File: config.mk
export PLATFORM = sky130hd
export DESIGN_NAME = tx_completion_tracker_core_flat
export DESIGN_NICKNAME = d
export VERILOG_FILES = /design/src/design/tct_pkg.sv /design/src/design/tct_req_if.sv /design/src/design/tct_rsp_if.sv /design/src/design/tx_completion_tracker_core.sv /design/src/design/tct_ram.sv /design/src/design/tct_ctrl.sv /design/src/flat_wrapper.sv
export SDC_FILE = /design/constraint.sdc
export NUM_CORES = 2
export LEC_CHECK = 0
export ABC_AREA = 1
export CAP_MARGIN = 10
export CORE_MARGIN = 5
export CORE_UTILIZATION = 65
export CTS_CLUSTER_DIAMETER = 120
export DETAILED_ROUTE_END_ITERATION = 6
export DONT_BUFFER_PORTS = 1
export PLACE_DENSITY = 0.8
export SLEW_MARGIN = 20
export SYNTH_ARGS = -nofsm -noshare
export SYNTH_HDL_FRONTEND = slang
export SYNTH_SLANG_ARGS = --single-unit
export TNS_END_PERCENT = 1
File: constraint.sdc
create_clock -name clk -period 17.6 [get_ports clk]
set_input_delay 2.64 -clock clk [delete_from_list [all_inputs] [get_ports clk]]
set_output_delay 2.64 -clock clk [all_outputs]
set_load 0.005 [all_outputs]
File: src/design/tct_pkg.sv
// ----------------------------------------------------------------------------
// tct_pkg
// Shared types, codes and constants of the transmit completion tracker.
// ----------------------------------------------------------------------------
`default_nettype none

package tct_pkg;

	// Default number of FIFO entries
	localparam int unsigned FIFO_DEPTH_DEF = 32;

	// Field widths
	localparam int unsigned COOKIE_W = 32;
	localparam int unsigned IDX_W    = 16;
	localparam int unsigned BYTES_W  = 16;
	localparam int unsigned FREE_W   = 6;
	localparam int unsigned TOTAL_W  = 64;

	// Half-window of the 16-bit modular index compare
	localparam logic [IDX_W-1:0] HALF_WINDOW = 16'h8000;

	// Command codes
	localparam logic [1:0] CMD_PUSH    = 2'd0;
	localparam logic [1:0] CMD_HARVEST = 2'd1;
	localparam logic [1:0] CMD_DRAIN   = 2'd2;

	// Result kinds
	typedef enum logic [2:0] {
		KIND_PUSHED = 3'd0,
		KIND_FULL   = 3'd1,
		KIND_DONE   = 3'd2,
		KIND_DROP   = 3'd3,
		KIND_NONE   = 3'd4
	} kind_t;

	// One stored FIFO entry
	typedef struct packed {
		logic [COOKIE_W-1:0] cookie;
		logic [IDX_W-1:0]    end_idx;
		logic [BYTES_W-1:0]  nbytes;
	} entry_t;

	// One result, without its last flag
	typedef struct packed {
		kind_t               kind;
		logic [COOKIE_W-1:0] cookie;
		logic [BYTES_W-1:0]  nbytes;
		logic [FREE_W-1:0]   free;
		logic [TOTAL_W-1:0]  pk_tot;
		logic [TOTAL_W-1:0]  by_tot;
		logic [TOTAL_W-1:0]  dr_tot;
	} rsp_t;

endpackage

`default_nettype wire

File: src/design/tct_req_if.sv
// ----------------------------------------------------------------------------
// tct_req_if
// Request channel of the completion tracker: valid/ready plus command fields.
// ----------------------------------------------------------------------------
`default_nettype none

interface tct_req_if;
	logic        valid;
	logic        ready;
	logic [1:0]  cmd;
	logic [31:0] cookie;
	logic [15:0] end_index;
	logic [15:0] byte_count;
	logic [15:0] hw_consumer;

	modport source (
		output valid, cmd, cookie, end_index, byte_count, hw_consumer,
		input  ready
	);
	modport sink (
		input  valid, cmd, cookie, end_index, byte_count, hw_consumer,
		output ready
	);
endinterface

`default_nettype wire

File: src/design/tct_rsp_if.sv
// ----------------------------------------------------------------------------
// tct_rsp_if
// Result channel of the completion tracker: valid/ready plus result fields.
// ----------------------------------------------------------------------------
`default_nettype none

interface tct_rsp_if;
	logic        valid;
	logic        ready;
	logic [2:0]  kind;
	logic [31:0] cookie_out;
	logic [15:0] bytes_out;
	logic        last;
	logic [5:0]  free_slots;
	logic [63:0] packets_total;
	logic [63:0] bytes_total;
	logic [63:0] dropped_total;

	modport source (
		output valid, kind, cookie_out, bytes_out, last, free_slots,
		       packets_total, bytes_total, dropped_total,
		input  ready
	);
	modport sink (
		input  valid, kind, cookie_out, bytes_out, last, free_slots,
		       packets_total, bytes_total, dropped_total,
		output ready
	);
endinterface

`default_nettype wire

File: src/design/tx_completion_tracker_core.sv
// ----------------------------------------------------------------------------
// tx_completion_tracker_core
// FIFO of pending transmit completions with modular index harvest and drain.
// ----------------------------------------------------------------------------
// A push returns one result (pushed or full). A harvest or drain that finds
// the FIFO empty, the block detached, or an unused command also returns a
// single result. Otherwise the request enters a pop loop that reads the
// head entry from the entry RAM (registered read) and retires one entry
// per cycle while the result port keeps up; a request that pops n entries
// occupies the block for its accept, n pops and one closing step, and
// returns max(n, 1) results, the last one flagged. The next request is
// taken once the final result sits in the output register. The user must
// write configuration (stack_attached, reset value 1) via cfg_we/cfg_wdata
// only while no request is in flight; the block does not enforce this.
`default_nettype none

module tx_completion_tracker_core #(
	parameter int unsigned FIFO_DEPTH = tct_pkg::FIFO_DEPTH_DEF
) (
	input  wire logic clk,
	input  wire logic arst_n,
	input  wire logic cfg_we,
	input  wire logic cfg_wdata,
	tct_req_if.sink   req,
	tct_rsp_if.source rsp
);

	localparam int unsigned SLOT_W = $clog2(FIFO_DEPTH);

	logic              stack_attached_q;
	logic              ram_we;
	logic [SLOT_W-1:0] ram_waddr, ram_raddr;
	tct_pkg::entry_t   ram_wdata, ram_rdata;

	// Attach register
	always_ff @(posedge clk or negedge arst_n) begin
		if (!arst_n) begin
			stack_attached_q <= 1'b1;
		end else if (cfg_we) begin
			stack_attached_q <= cfg_wdata;
		end
	end

	// Entry store: cookie, end index and byte count in one word
	tct_ram #(
		.WIDTH ($bits(tct_pkg::entry_t)),
		.DEPTH (FIFO_DEPTH)
	) u_entry_ram (
		.clk   (clk),
		.we    (ram_we),
		.waddr (ram_waddr),
		.wdata (ram_wdata),
		.raddr (ram_raddr),
		.rdata (ram_rdata)
	);

	// Sequencer
	tct_ctrl #(
		.FIFO_DEPTH (FIFO_DEPTH)
	) u_ctrl (
		.clk            (clk),
		.arst_n         (arst_n),
		.stack_attached (stack_attached_q),
		.req            (req),
		.rsp            (rsp),
		.ram_we         (ram_we),
		.ram_waddr      (ram_waddr),
		.ram_wdata      (ram_wdata),
		.ram_raddr      (ram_raddr),
		.ram_rdata      (ram_rdata)
	);

endmodule

`default_nettype wire

File: src/design/tct_ram.sv
// ----------------------------------------------------------------------------
// tct_ram
// Generic simple dual-port RAM: one write port, one read port, registered read.
// ----------------------------------------------------------------------------
`default_nettype none

module tct_ram #(
	parameter int unsigned WIDTH = 64,
	parameter int unsigned DEPTH = 32
) (
	input  wire logic                     clk,
	input  wire logic                     we,
	input  wire logic [$clog2(DEPTH)-1:0] waddr,
	input  wire logic [WIDTH-1:0]         wdata,
	input  wire logic [$clog2(DEPTH)-1:0] raddr,
	output logic      [WIDTH-1:0]         rdata
);

	logic [WIDTH-1:0] mem_q [DEPTH];
	logic [WIDTH-1:0] rdata_q;

	// Write port
	always_ff @(posedge clk) begin
		if (we) begin
			mem_q[waddr] <= wdata;
		end
	end

	// Registered read port
	always_ff @(posedge clk) begin
		rdata_q <= mem_q[raddr];
	end

	assign rdata = rdata_q;

endmodule

`default_nettype wire

File: src/design/tct_ctrl.sv
// ----------------------------------------------------------------------------
// tct_ctrl
// Command sequencer: FIFO pointers, head compare, pop loop, running totals,
// one-deep hold of the latest pop and the output register.
// ----------------------------------------------------------------------------
`default_nettype none

module tct_ctrl #(
	parameter int unsigned FIFO_DEPTH = tct_pkg::FIFO_DEPTH_DEF
) (
	input  wire logic                          clk,
	input  wire logic                          arst_n,
	input  wire logic                          stack_attached,
	tct_req_if.sink                            req,
	tct_rsp_if.source                          rsp,
	output logic                               ram_we,
	output logic      [$clog2(FIFO_DEPTH)-1:0] ram_waddr,
	output tct_pkg::entry_t                    ram_wdata,
	output logic      [$clog2(FIFO_DEPTH)-1:0] ram_raddr,
	input  tct_pkg::entry_t                    ram_rdata
);

	localparam int unsigned SLOT_W = $clog2(FIFO_DEPTH);
	localparam int unsigned CNT_W  = $clog2(FIFO_DEPTH + 1);
	localparam logic [SLOT_W-1:0] LAST_SLOT = SLOT_W'(FIFO_DEPTH - 1);
	localparam logic [CNT_W-1:0]  DEPTH_CNT = CNT_W'(FIFO_DEPTH);

	typedef enum logic [1:0] {
		ST_IDLE = 2'b01,
		ST_RUN  = 2'b10
	} state_t;

	state_t state_q;

	// Pointers: slot plus a phase bit, together counting modulo 2*depth
	logic [SLOT_W-1:0] wr_slot_q, rd_slot_q, rd_slot_d;
	logic              wr_ph_q, rd_ph_q, rd_ph_d;

	logic [tct_pkg::TOTAL_W-1:0] sent_pk_q, sent_by_q, lost_pk_q;
	logic [tct_pkg::TOTAL_W-1:0] sent_pk_nx, sent_by_nx, lost_pk_nx;

	logic                   drain_q, drop_q;
	logic [tct_pkg::IDX_W-1:0] hw_q;

	logic          pend_vld_q;
	tct_pkg::rsp_t pend_q;
	logic          out_vld_q;
	logic          out_last_q;
	tct_pkg::rsp_t out_q;

	logic [CNT_W-1:0] used, free_now;
	logic             empty, full;
	logic             can_emit, accept, push_ok, retire, go_run, imm;
	logic [tct_pkg::IDX_W-1:0] diff;
	logic             reached, nz_bytes;
	logic             want_done, want_drop, finish;
	logic             pop_done, pop_drop, pop, fin;
	tct_pkg::rsp_t    imm_rsp, pop_rsp, fin_rsp;

	// Occupancy from the pointers
	always_comb begin
		if (wr_ph_q == rd_ph_q) begin
			used = CNT_W'(wr_slot_q) - CNT_W'(rd_slot_q);
		end else begin
			used = DEPTH_CNT + CNT_W'(wr_slot_q) - CNT_W'(rd_slot_q);
		end
		free_now = DEPTH_CNT - used;
		empty    = (used == '0);
		full     = (used == DEPTH_CNT);
	end

	// Input handshake and immediate decisions
	assign can_emit  = !out_vld_q || rsp.ready;
	assign req.ready = (state_q == ST_IDLE) && can_emit;
	assign accept    = req.valid && req.ready;

	always_comb begin
		push_ok = 1'b0;
		retire  = 1'b0;
		go_run  = 1'b0;
		unique case (req.cmd) inside
			tct_pkg::CMD_PUSH: begin
				push_ok = !full;
			end
			tct_pkg::CMD_HARVEST, tct_pkg::CMD_DRAIN: begin
				retire = !empty && !stack_attached;
				go_run = !empty && stack_attached;
			end
			default: begin
			end
		endcase
	end
	assign imm = accept && !go_run;

	// Head compare in the 16-bit half-window sense
	assign diff     = hw_q - ram_rdata.end_idx;
	assign reached  = (diff < tct_pkg::HALF_WINDOW);
	assign nz_bytes = (ram_rdata.nbytes != '0);

	// Pop loop decisions
	always_comb begin
		want_done = (state_q == ST_RUN) && !empty && !drop_q && reached;
		want_drop = (state_q == ST_RUN) && !empty && (drop_q || (drain_q && !reached));
		finish    = (state_q == ST_RUN) && !want_done && !want_drop;
		pop_done  = want_done && can_emit;
		pop_drop  = want_drop && can_emit;
		pop       = pop_done || pop_drop;
		fin       = finish && can_emit;
	end

	// Running totals after a pop
	always_comb begin
		sent_pk_nx = sent_pk_q;
		sent_by_nx = sent_by_q;
		lost_pk_nx = lost_pk_q;
		if (pop_done && nz_bytes) begin
			sent_pk_nx = sent_pk_q + tct_pkg::TOTAL_W'(1);
			sent_by_nx = sent_by_q + tct_pkg::TOTAL_W'(ram_rdata.nbytes);
		end
		if (pop_drop && nz_bytes) begin
			lost_pk_nx = lost_pk_q + tct_pkg::TOTAL_W'(1);
		end
	end

	// Read pointer next value; the RAM always reads the upcoming head
	always_comb begin
		rd_slot_d = rd_slot_q;
		rd_ph_d   = rd_ph_q;
		if (pop) begin
			if (rd_slot_q == LAST_SLOT) begin
				rd_slot_d = '0;
				rd_ph_d   = !rd_ph_q;
			end else begin
				rd_slot_d = rd_slot_q + SLOT_W'(1);
			end
		end else if (accept && retire) begin
			rd_slot_d = wr_slot_q;
			rd_ph_d   = wr_ph_q;
		end
	end
	assign ram_raddr = rd_slot_d;

	// Push write port
	assign ram_we            = accept && push_ok;
	assign ram_waddr         = wr_slot_q;
	assign ram_wdata.cookie  = req.cookie;
	assign ram_wdata.end_idx = req.end_index;
	assign ram_wdata.nbytes  = req.byte_count;

	// Result candidates
	always_comb begin
		imm_rsp        = '0;
		imm_rsp.kind   = tct_pkg::KIND_NONE;
		imm_rsp.free   = tct_pkg::FREE_W'(free_now);
		imm_rsp.pk_tot = sent_pk_q;
		imm_rsp.by_tot = sent_by_q;
		imm_rsp.dr_tot = lost_pk_q;
		if (req.cmd == tct_pkg::CMD_PUSH) begin
			imm_rsp.kind = push_ok ? tct_pkg::KIND_PUSHED : tct_pkg::KIND_FULL;
			if (push_ok) begin
				imm_rsp.free = tct_pkg::FREE_W'(free_now - CNT_W'(1));
			end
		end else if (retire) begin
			imm_rsp.free = tct_pkg::FREE_W'(DEPTH_CNT);
		end

		pop_rsp.kind   = pop_drop ? tct_pkg::KIND_DROP : tct_pkg::KIND_DONE;
		pop_rsp.cookie = ram_rdata.cookie;
		pop_rsp.nbytes = ram_rdata.nbytes;
		pop_rsp.free   = tct_pkg::FREE_W'(free_now + CNT_W'(1));
		pop_rsp.pk_tot = sent_pk_nx;
		pop_rsp.by_tot = sent_by_nx;
		pop_rsp.dr_tot = lost_pk_nx;

		if (pend_vld_q) begin
			fin_rsp = pend_q;
		end else begin
			fin_rsp        = '0;
			fin_rsp.kind   = tct_pkg::KIND_NONE;
			fin_rsp.free   = tct_pkg::FREE_W'(free_now);
			fin_rsp.pk_tot = sent_pk_q;
			fin_rsp.by_tot = sent_by_q;
			fin_rsp.dr_tot = lost_pk_q;
		end
	end

	// Control state
	always_ff @(posedge clk or negedge arst_n) begin
		if (!arst_n) begin
			state_q    <= ST_IDLE;
			wr_slot_q  <= '0;
			wr_ph_q    <= 1'b0;
			rd_slot_q  <= '0;
			rd_ph_q    <= 1'b0;
			sent_pk_q  <= '0;
			sent_by_q  <= '0;
			lost_pk_q  <= '0;
			drain_q    <= 1'b0;
			drop_q     <= 1'b0;
			pend_vld_q <= 1'b0;
			out_vld_q  <= 1'b0;
		end else begin
			rd_slot_q <= rd_slot_d;
			rd_ph_q   <= rd_ph_d;
			sent_pk_q <= sent_pk_nx;
			sent_by_q <= sent_by_nx;
			lost_pk_q <= lost_pk_nx;

			if (ram_we) begin
				if (wr_slot_q == LAST_SLOT) begin
					wr_slot_q <= '0;
					wr_ph_q   <= !wr_ph_q;
				end else begin
					wr_slot_q <= wr_slot_q + SLOT_W'(1);
				end
			end

			unique case (state_q)
				ST_IDLE: begin
					if (accept && go_run) begin
						state_q <= ST_RUN;
						drain_q <= (req.cmd == tct_pkg::CMD_DRAIN);
						drop_q  <= 1'b0;
					end
				end
				ST_RUN: begin
					if (pop_drop) begin
						drop_q <= 1'b1;
					end
					if (pop) begin
						pend_vld_q <= 1'b1;
					end
					if (fin) begin
						pend_vld_q <= 1'b0;
						state_q    <= ST_IDLE;
					end
				end
				default: begin
					state_q <= ST_IDLE;
				end
			endcase

			if (imm || fin || (pop && pend_vld_q)) begin
				out_vld_q <= 1'b1;
			end else if (rsp.ready) begin
				out_vld_q <= 1'b0;
			end
		end
	end

	// Payload registers
	always_ff @(posedge clk) begin
		if (accept && go_run) begin
			hw_q <= req.hw_consumer;
		end
		if (pop) begin
			pend_q <= pop_rsp;
		end
		if (imm) begin
			out_q      <= imm_rsp;
			out_last_q <= 1'b1;
		end else if (fin) begin
			out_q      <= fin_rsp;
			out_last_q <= 1'b1;
		end else if (pop && pend_vld_q) begin
			out_q      <= pend_q;
			out_last_q <= 1'b0;
		end
	end

	// Result port
	assign rsp.valid         = out_vld_q;
	assign rsp.kind          = out_q.kind;
	assign rsp.cookie_out    = out_q.cookie;
	assign rsp.bytes_out     = out_q.nbytes;
	assign rsp.last          = out_last_q;
	assign rsp.free_slots    = out_q.free;
	assign rsp.packets_total = out_q.pk_tot;
	assign rsp.bytes_total   = out_q.by_tot;
	assign rsp.dropped_total = out_q.dr_tot;

	// Occupancy never exceeds the depth
	a_used_bound: assert property (@(posedge clk) disable iff (!arst_n)
		used <= DEPTH_CNT)
		else $error("FIFO occupancy above depth");

	// A new request is taken only with no held pop outstanding
	a_ready_clean: assert property (@(posedge clk) disable iff (!arst_n)
		req.ready |-> !pend_vld_q)
		else $error("ready while a popped entry is still held");

	// A nothing result always closes its request
	a_none_last: assert property (@(posedge clk) disable iff (!arst_n)
		(out_vld_q && out_q.kind == tct_pkg::KIND_NONE) |-> out_last_q)
		else $error("nothing result without last");

	// Totals move only while popping
	a_tot_run: assert property (@(posedge clk) disable iff (!arst_n)
		(!$stable(sent_pk_q) || !$stable(lost_pk_q)) |-> $past(state_q == ST_RUN))
		else $error("totals changed outside the pop loop");

	// The entry store is written only between requests
	a_we_idle: assert property (@(posedge clk) disable iff (!arst_n)
		ram_we |-> (state_q == ST_IDLE))
		else $error("entry write during pop loop");

endmodule

`default_nettype wire

File: src/flat_wrapper.sv
// flat-port wrapper written by rule: the top's interface ports become plain ports
module tx_completion_tracker_core_flat 
#(
	parameter int unsigned FIFO_DEPTH = tct_pkg::FIFO_DEPTH_DEF
)
  (clk, arst_n, cfg_we, cfg_wdata, req_valid, req_cmd, req_cookie, req_end_index, req_byte_count, req_hw_consumer, req_ready, rsp_valid, rsp_kind, rsp_cookie_out, rsp_bytes_out, rsp_last, rsp_free_slots, rsp_packets_total, rsp_bytes_total, rsp_dropped_total, rsp_ready);
  tct_req_if req_i ();
  tct_rsp_if rsp_i ();
  input  wire logic clk;
  input  wire logic arst_n;
  input  wire logic cfg_we;
  input  wire logic cfg_wdata;
  input wire logic [$bits(req_i.valid)-1:0] req_valid;
  input wire logic [$bits(req_i.cmd)-1:0] req_cmd;
  input wire logic [$bits(req_i.cookie)-1:0] req_cookie;
  input wire logic [$bits(req_i.end_index)-1:0] req_end_index;
  input wire logic [$bits(req_i.byte_count)-1:0] req_byte_count;
  input wire logic [$bits(req_i.hw_consumer)-1:0] req_hw_consumer;
  output wire logic [$bits(req_i.ready)-1:0] req_ready;
  output wire logic [$bits(rsp_i.valid)-1:0] rsp_valid;
  output wire logic [$bits(rsp_i.kind)-1:0] rsp_kind;
  output wire logic [$bits(rsp_i.cookie_out)-1:0] rsp_cookie_out;
  output wire logic [$bits(rsp_i.bytes_out)-1:0] rsp_bytes_out;
  output wire logic [$bits(rsp_i.last)-1:0] rsp_last;
  output wire logic [$bits(rsp_i.free_slots)-1:0] rsp_free_slots;
  output wire logic [$bits(rsp_i.packets_total)-1:0] rsp_packets_total;
  output wire logic [$bits(rsp_i.bytes_total)-1:0] rsp_bytes_total;
  output wire logic [$bits(rsp_i.dropped_total)-1:0] rsp_dropped_total;
  input wire logic [$bits(rsp_i.ready)-1:0] rsp_ready;
  assign req_i.valid = req_valid;
  assign req_i.cmd = req_cmd;
  assign req_i.cookie = req_cookie;
  assign req_i.end_index = req_end_index;
  assign req_i.byte_count = req_byte_count;
  assign req_i.hw_consumer = req_hw_consumer;
  assign req_ready = req_i.ready;
  assign rsp_valid = rsp_i.valid;
  assign rsp_kind = rsp_i.kind;
  assign rsp_cookie_out = rsp_i.cookie_out;
  assign rsp_bytes_out = rsp_i.bytes_out;
  assign rsp_last = rsp_i.last;
  assign rsp_free_slots = rsp_i.free_slots;
  assign rsp_packets_total = rsp_i.packets_total;
  assign rsp_bytes_total = rsp_i.bytes_total;
  assign rsp_dropped_total = rsp_i.dropped_total;
  assign rsp_i.ready = rsp_ready;
  tx_completion_tracker_core #(.FIFO_DEPTH(FIFO_DEPTH)) u_core (.clk(clk), .arst_n(arst_n), .cfg_we(cfg_we), .cfg_wdata(cfg_wdata), .req(req_i), .rsp(rsp_i));
endmodule
==> impl_results.rst <==
.. list-table::
   :header-rows: 1

   * - Metric
     - Value
   * - Run status
     - finished with violations
   * - Violations in the final reports
     - DRC
   * - Cell Int Power
     - between 10000 and 15000 µW
   * - Clock period minus final worst setup slack
     - 8.12 ns
   * - Crit share post-route
     - 46.1%
   * - Die X-Extent
     - 434 µm
   * - Instance count of the mapped netlist
     - 10.2k
   * - Sequential cell area fraction in the yosys report
     - a little under three quarters
   * - Yosys warning total
     - 0
   * - Number of register bits inferred by synthesis
     - 2836
   * - Clock latency at the later pin of the worst-skew pair
     - 0.94 ns
   * - Vertical die dimension
     - around 430 µm
   * - Worst-case headroom to the max-slew limit
     - about 17%
   * - # setup viols final
     - 0
   * - Most frequent cells in the layout
     - sky130_fd_sc_hd__nand2_1 (2625), sky130_fd_sc_hd__edfxtp_1 (2512), sky130_fd_sc_hd__nand3_1 (2159)
   * - Max-cap violation count
     - 0
   * - Area share of xor/xnor cells in the synthesized design
     - 1.42%
   * - Total number of nets in the final design
     - 10.2k
   * - Netlist area before placement
     - 117000 µm²
   * - Arrival time worst endpoint
     - 8.90 ns
   * - Max H-tree Level
     - 5
   * - Critical setup path kind
     - primary input to flop
   * - Post-Synth Adder-Cell Area
     - 0.559%
   * - Category of the worst setup path capture point
     - flop
   * - Buffer type at the clock tree root
     - sky130_fd_sc_hd__clkbuf_16
   * - Wire length reported by the detailed router
     - 321000 µm
   * - Worst VDD drop
     - 0.148 mV
   * - Post-Place Cells
     - 12.2k
   * - Drt pass-1 iters
     - 7
   * - Number of antenna violations at the first check in global routing
     - 10
   * - Post-synthesis simple-gate area fraction
     - 19.7%
   * - Routed Antenna Nets
     - 0
   * - Origin of the worst min-delay path
     - u_core.u_entry_ram.rdata[52]$_DFF_P_
   * - I/O pins
     - 340
   * - Achievable Freq
     - roughly 120 MHz
   * - Leading cell type in the layout, fill and taps excluded
     - sky130_fd_sc_hd__nand2_1
   * - Filler-free cell count of the finished design
     - 12.7k
   * - CTS resizes
     - 0
   * - Initial Utilization
     - 65.4%
   * - HPWL after detailed placement
     - 165000 µm
   * - Combinational family with the most area after synthesis
     - simple AND/OR/NAND/NOR gates
   * - Async S/R FF share, synth
     - 7.44%
   * - Power spent charging and discharging nets
     - 6540 µW
   * - Worst hold path type
     - flop to flop
   * - Fraction of layout cells with a size suffix above 1
     - 5.84%
   * - Number of sinks on the clock net
     - 2836
   * - EDFF count, synth
     - 2512
   * - Actual slew at the worst max-slew pin
     - between 1 and 1.5 ns
   * - Final weighted congestion in routability-driven placement
     - 0.918
   * - TritonCTS clock tree
     - done
   * - First-pass GRT wire length
     - around 470000 µm
   * - Detailed Route Iter0 Violations
     - ~13k
   * - Overall fraction of global-route tracks in use
     - about a third
   * - GRT overflow
     - 0
   * - Hold slack
     - between 0.3 and 0.4 ns
   * - Number of setup buffers added after CTS
     - 0
   * - WP data required
     - 18.38 ns
   * - CTS Hold Buffers Added
     - 0
   * - Via density per instance
     - 6.36
   * - Sequential share of power
     - 40.9%
   * - Count of input and output buffers
     - 0
   * - Post-synthesis mux area share
     - 0.00964%
   * - Cells on Worst Hold Path
     - 0
   * - Leak pwr
     - slightly below 0.05 µW
   * - WL/cell
     - 25.3 µm
   * - Clock network power share
     - 32.0%
   * - Via total after detailed routing
     - about 80k
   * - Launching element of the worst setup path
     - rsp_ready
   * - CP Max Fanout
     - 250
   * - Reg2reg start
     - u_core.u_entry_ram.rdata[26]$_DFF_P_
   * - Clock buffer count from CTS
     - between 200 and 300
   * - Endpoints failing hold
     - 0
   * - Number of cells traversed by the worst register-to-register path
     - 20
   * - Final setup skew
     - roughly 0.077 ns
   * - Portion of total power attributed to combinational logic
     - 27.1%
   * - Final setup TNS
     - 0 ns
   * - Buffer levels on the longest clock path
     - 4
   * - Areal power density over the cells
     - 151 nW/µm²
   * - Area growth from synthesis to layout
     - 9.52%
   * - Pin count of the biggest net entering global routing
     - 251
   * - Synthesized net count
     - between 10k and 15k
   * - Max Slew Vio Count
     - 0
   * - Kind of launch point of the worst setup path
     - primary input
   * - Core box area
     - 179000 µm²
   * - Final routed DRC violation total
     - 2
   * - Overall die area
     - 188000 µm²
   * - Fill cells
     - 11.1k
   * - Avg Inst Size Synth
     - around 11 µm²
   * - Unique masters post-synth
     - 55
   * - Unrepaired setup endpoints after global routing
     - false
   * - Fraction of the mapped netlist area in compound gates
     - 1.74%
   * - Cell row count
     - 155
   * - Clock transition at the registers of the reported paths
     - approximately 0.06 ns
   * - Switching Share
     - 33.8%
   * - Leading register cell type out of synthesis
     - sky130_fd_sc_hd__edfxtp_1
   * - Number of global-route vias before repair
     - 77.8k
[stage by stage]
stage	power, µW	area [µm²]	setup WS, ns	util, %
2_1_floorplan	11700	117000	7.81	-
3_3_place_gp	12900	118000	8.88	66.3
3_5_place_dp	13100	118000	8.76	66.3
4_1_cts	19200	128000	9.52	71.6
5_1_grt	20100	128000	9.14	71.6
6_report	19300	128000	9.48	71.6
[cell type report]
cell class	count	area (µm²)	share of cell area, %
well taps	2355	2950	2.30
clock buffers	390	8080	6.31
clock inverters	116	1410	1.10
repair buffers	109	958	0.749
multi-input cells	5860	27800	21.7
flip-flops and latches	2836	83000	64.8
diodes	9	22.5	0.0176
inverters	1000	3800	2.97
[registers in the layout, summed over array words and instances (netlist names), 32 cells and up]
register,flops
u_core.u_entry_ram.mem_q,2048
u_core.u_ctrl.pend_q,247
u_core.u_ctrl.lost_pk_q,64
u_core.u_ctrl.rsp.bytes_total,64
u_core.u_ctrl.rsp.dropped_total,64
u_core.u_ctrl.rsp.packets_total,64
u_core.u_ctrl.sent_by_q,64
u_core.u_ctrl.sent_pk_q,64
u_core.u_entry_ram.rdata,64
u_core.u_ctrl.rsp.cookie_out,32
[metal layers]
metal	vias to the layer above	track usage (%)	part of all wire, %
met1	38300	44.0	34
met2	6170	52.7	46
met4	4	17.8	6.1
met3	1240	8.06	14
met5	-	0	0.0084
li1	34900	-	-
[cells by family (layout without fill, tap and decap cells)]
family	count (synthesis)	count (layout)
simple gates	5275	5275
xor+xnor	189	189
buf+inv	1525	1615
compound gates	344	344
other cells	0	9
fa+ha+maj	51	51
mux	1	1
flops	2836	2836
[cells in the mapped netlist (7+ instances only)]
library cell               number  area share (%)
sky130_fd_sc_hd__inv_2          7           0.022
sky130_fd_sc_hd__o21ai_0      134            0.57
sky130_fd_sc_hd__nand4_1       48            0.26
sky130_fd_sc_hd__buf_6         19            0.18
sky130_fd_sc_hd__buf_2        284             1.2
sky130_fd_sc_hd__nand2_1     2626             8.4
sky130_fd_sc_hd__nor2_1       232            0.75
sky130_fd_sc_hd__nand2_2        9           0.048
sky130_fd_sc_hd__nor3_1       113            0.48
sky130_fd_sc_hd__buf_4         56            0.36
sky130_fd_sc_hd__dfrtp_1      209             4.5
sky130_fd_sc_hd__nor4_1        56            0.30
sky130_fd_sc_hd__nand3_1     2159             9.2
sky130_fd_sc_hd__a21oi_1       39            0.17
sky130_fd_sc_hd__inv_1        991             3.2
sky130_fd_sc_hd__buf_1         39            0.13
sky130_fd_sc_hd__o21ai_1      104            0.45
sky130_fd_sc_hd__xnor2_1       11           0.082
sky130_fd_sc_hd__edfxtp_1    2512              65
sky130_fd_sc_hd__clkbuf_1     127            0.41
sky130_fd_sc_hd__xor2_1       178             1.3
sky130_fd_sc_hd__ha_1          49            0.52
sky130_fd_sc_hd__dfxtp_1      113             1.9
sky130_fd_sc_hd__nor2_2         8           0.043
sky130_fd_sc_hd__a32o_1        50            0.43
[power by group through the flow]
| stage | clock network, µW | registers [µW] | logic, µW |
|---|---|---|---|
| final | 6190 | 7920 | 5240 |
| after global routing | 6510 | 7930 | 5680 |
| after CTS | 6210 | 7920 | 5110 |
| after detailed placement | 0 | 8060 | 5030 |
| after global placement | 0 | 8050 | 4870 |
| after floorplan | 0 | 7930 | 3760 |
[worst max-delay path, cell delays in order]
cell and delay (ns):
sky130_fd_sc_hd__nor2_1 0.09, sky130_fd_sc_hd__nor3_1 0.55, sky130_fd_sc_hd__nand2_1 0.29, sky130_fd_sc_hd__inv_1 0.17, sky130_fd_sc_hd__nand4_2 0.29, sky130_fd_sc_hd__nand2_1 0.16
sky130_fd_sc_hd__inv_1 0.05, sky130_fd_sc_hd__nor2_1 0.28, sky130_fd_sc_hd__nand2_8 0.44, sky130_fd_sc_hd__nand2_8 1.00, sky130_fd_sc_hd__buf_12 0.78, sky130_fd_sc_hd__buf_4 0.97
sky130_fd_sc_hd__nand2_1 0.13, sky130_fd_sc_hd__nand3_1 0.11, sky130_fd_sc_hd__nand3_1 0.10, sky130_fd_sc_hd__nand3_1 0.18, sky130_fd_sc_hd__nand2_1 0.09, sky130_fd_sc_hd__nand2_1 0.13
sky130_fd_sc_hd__nand2_1 0.08
[final timing paths]
kind,endpoint,slack (ns)
setup / recovery,u_core.u_entry_ram.rdata[0]$_DFF_P_,9.48
min in group asynchronous,u_core.u_ctrl.lost_pk_q[34]$_DFF_PN0_,1.45
hold / removal,u_core.u_ctrl.pend_q[234]$_DFFE_PN_,0.40
max in group asynchronous,u_core.u_ctrl.sent_by_q[29]$_DFF_PN0_,15.69
hold reg to reg,u_core.u_ctrl.pend_q[234]$_DFFE_PN_,0.40
setup reg to reg,u_core.u_entry_ram.rdata[0]$_DFF_P_,9.57
Power figures use the tool's default switching activity.
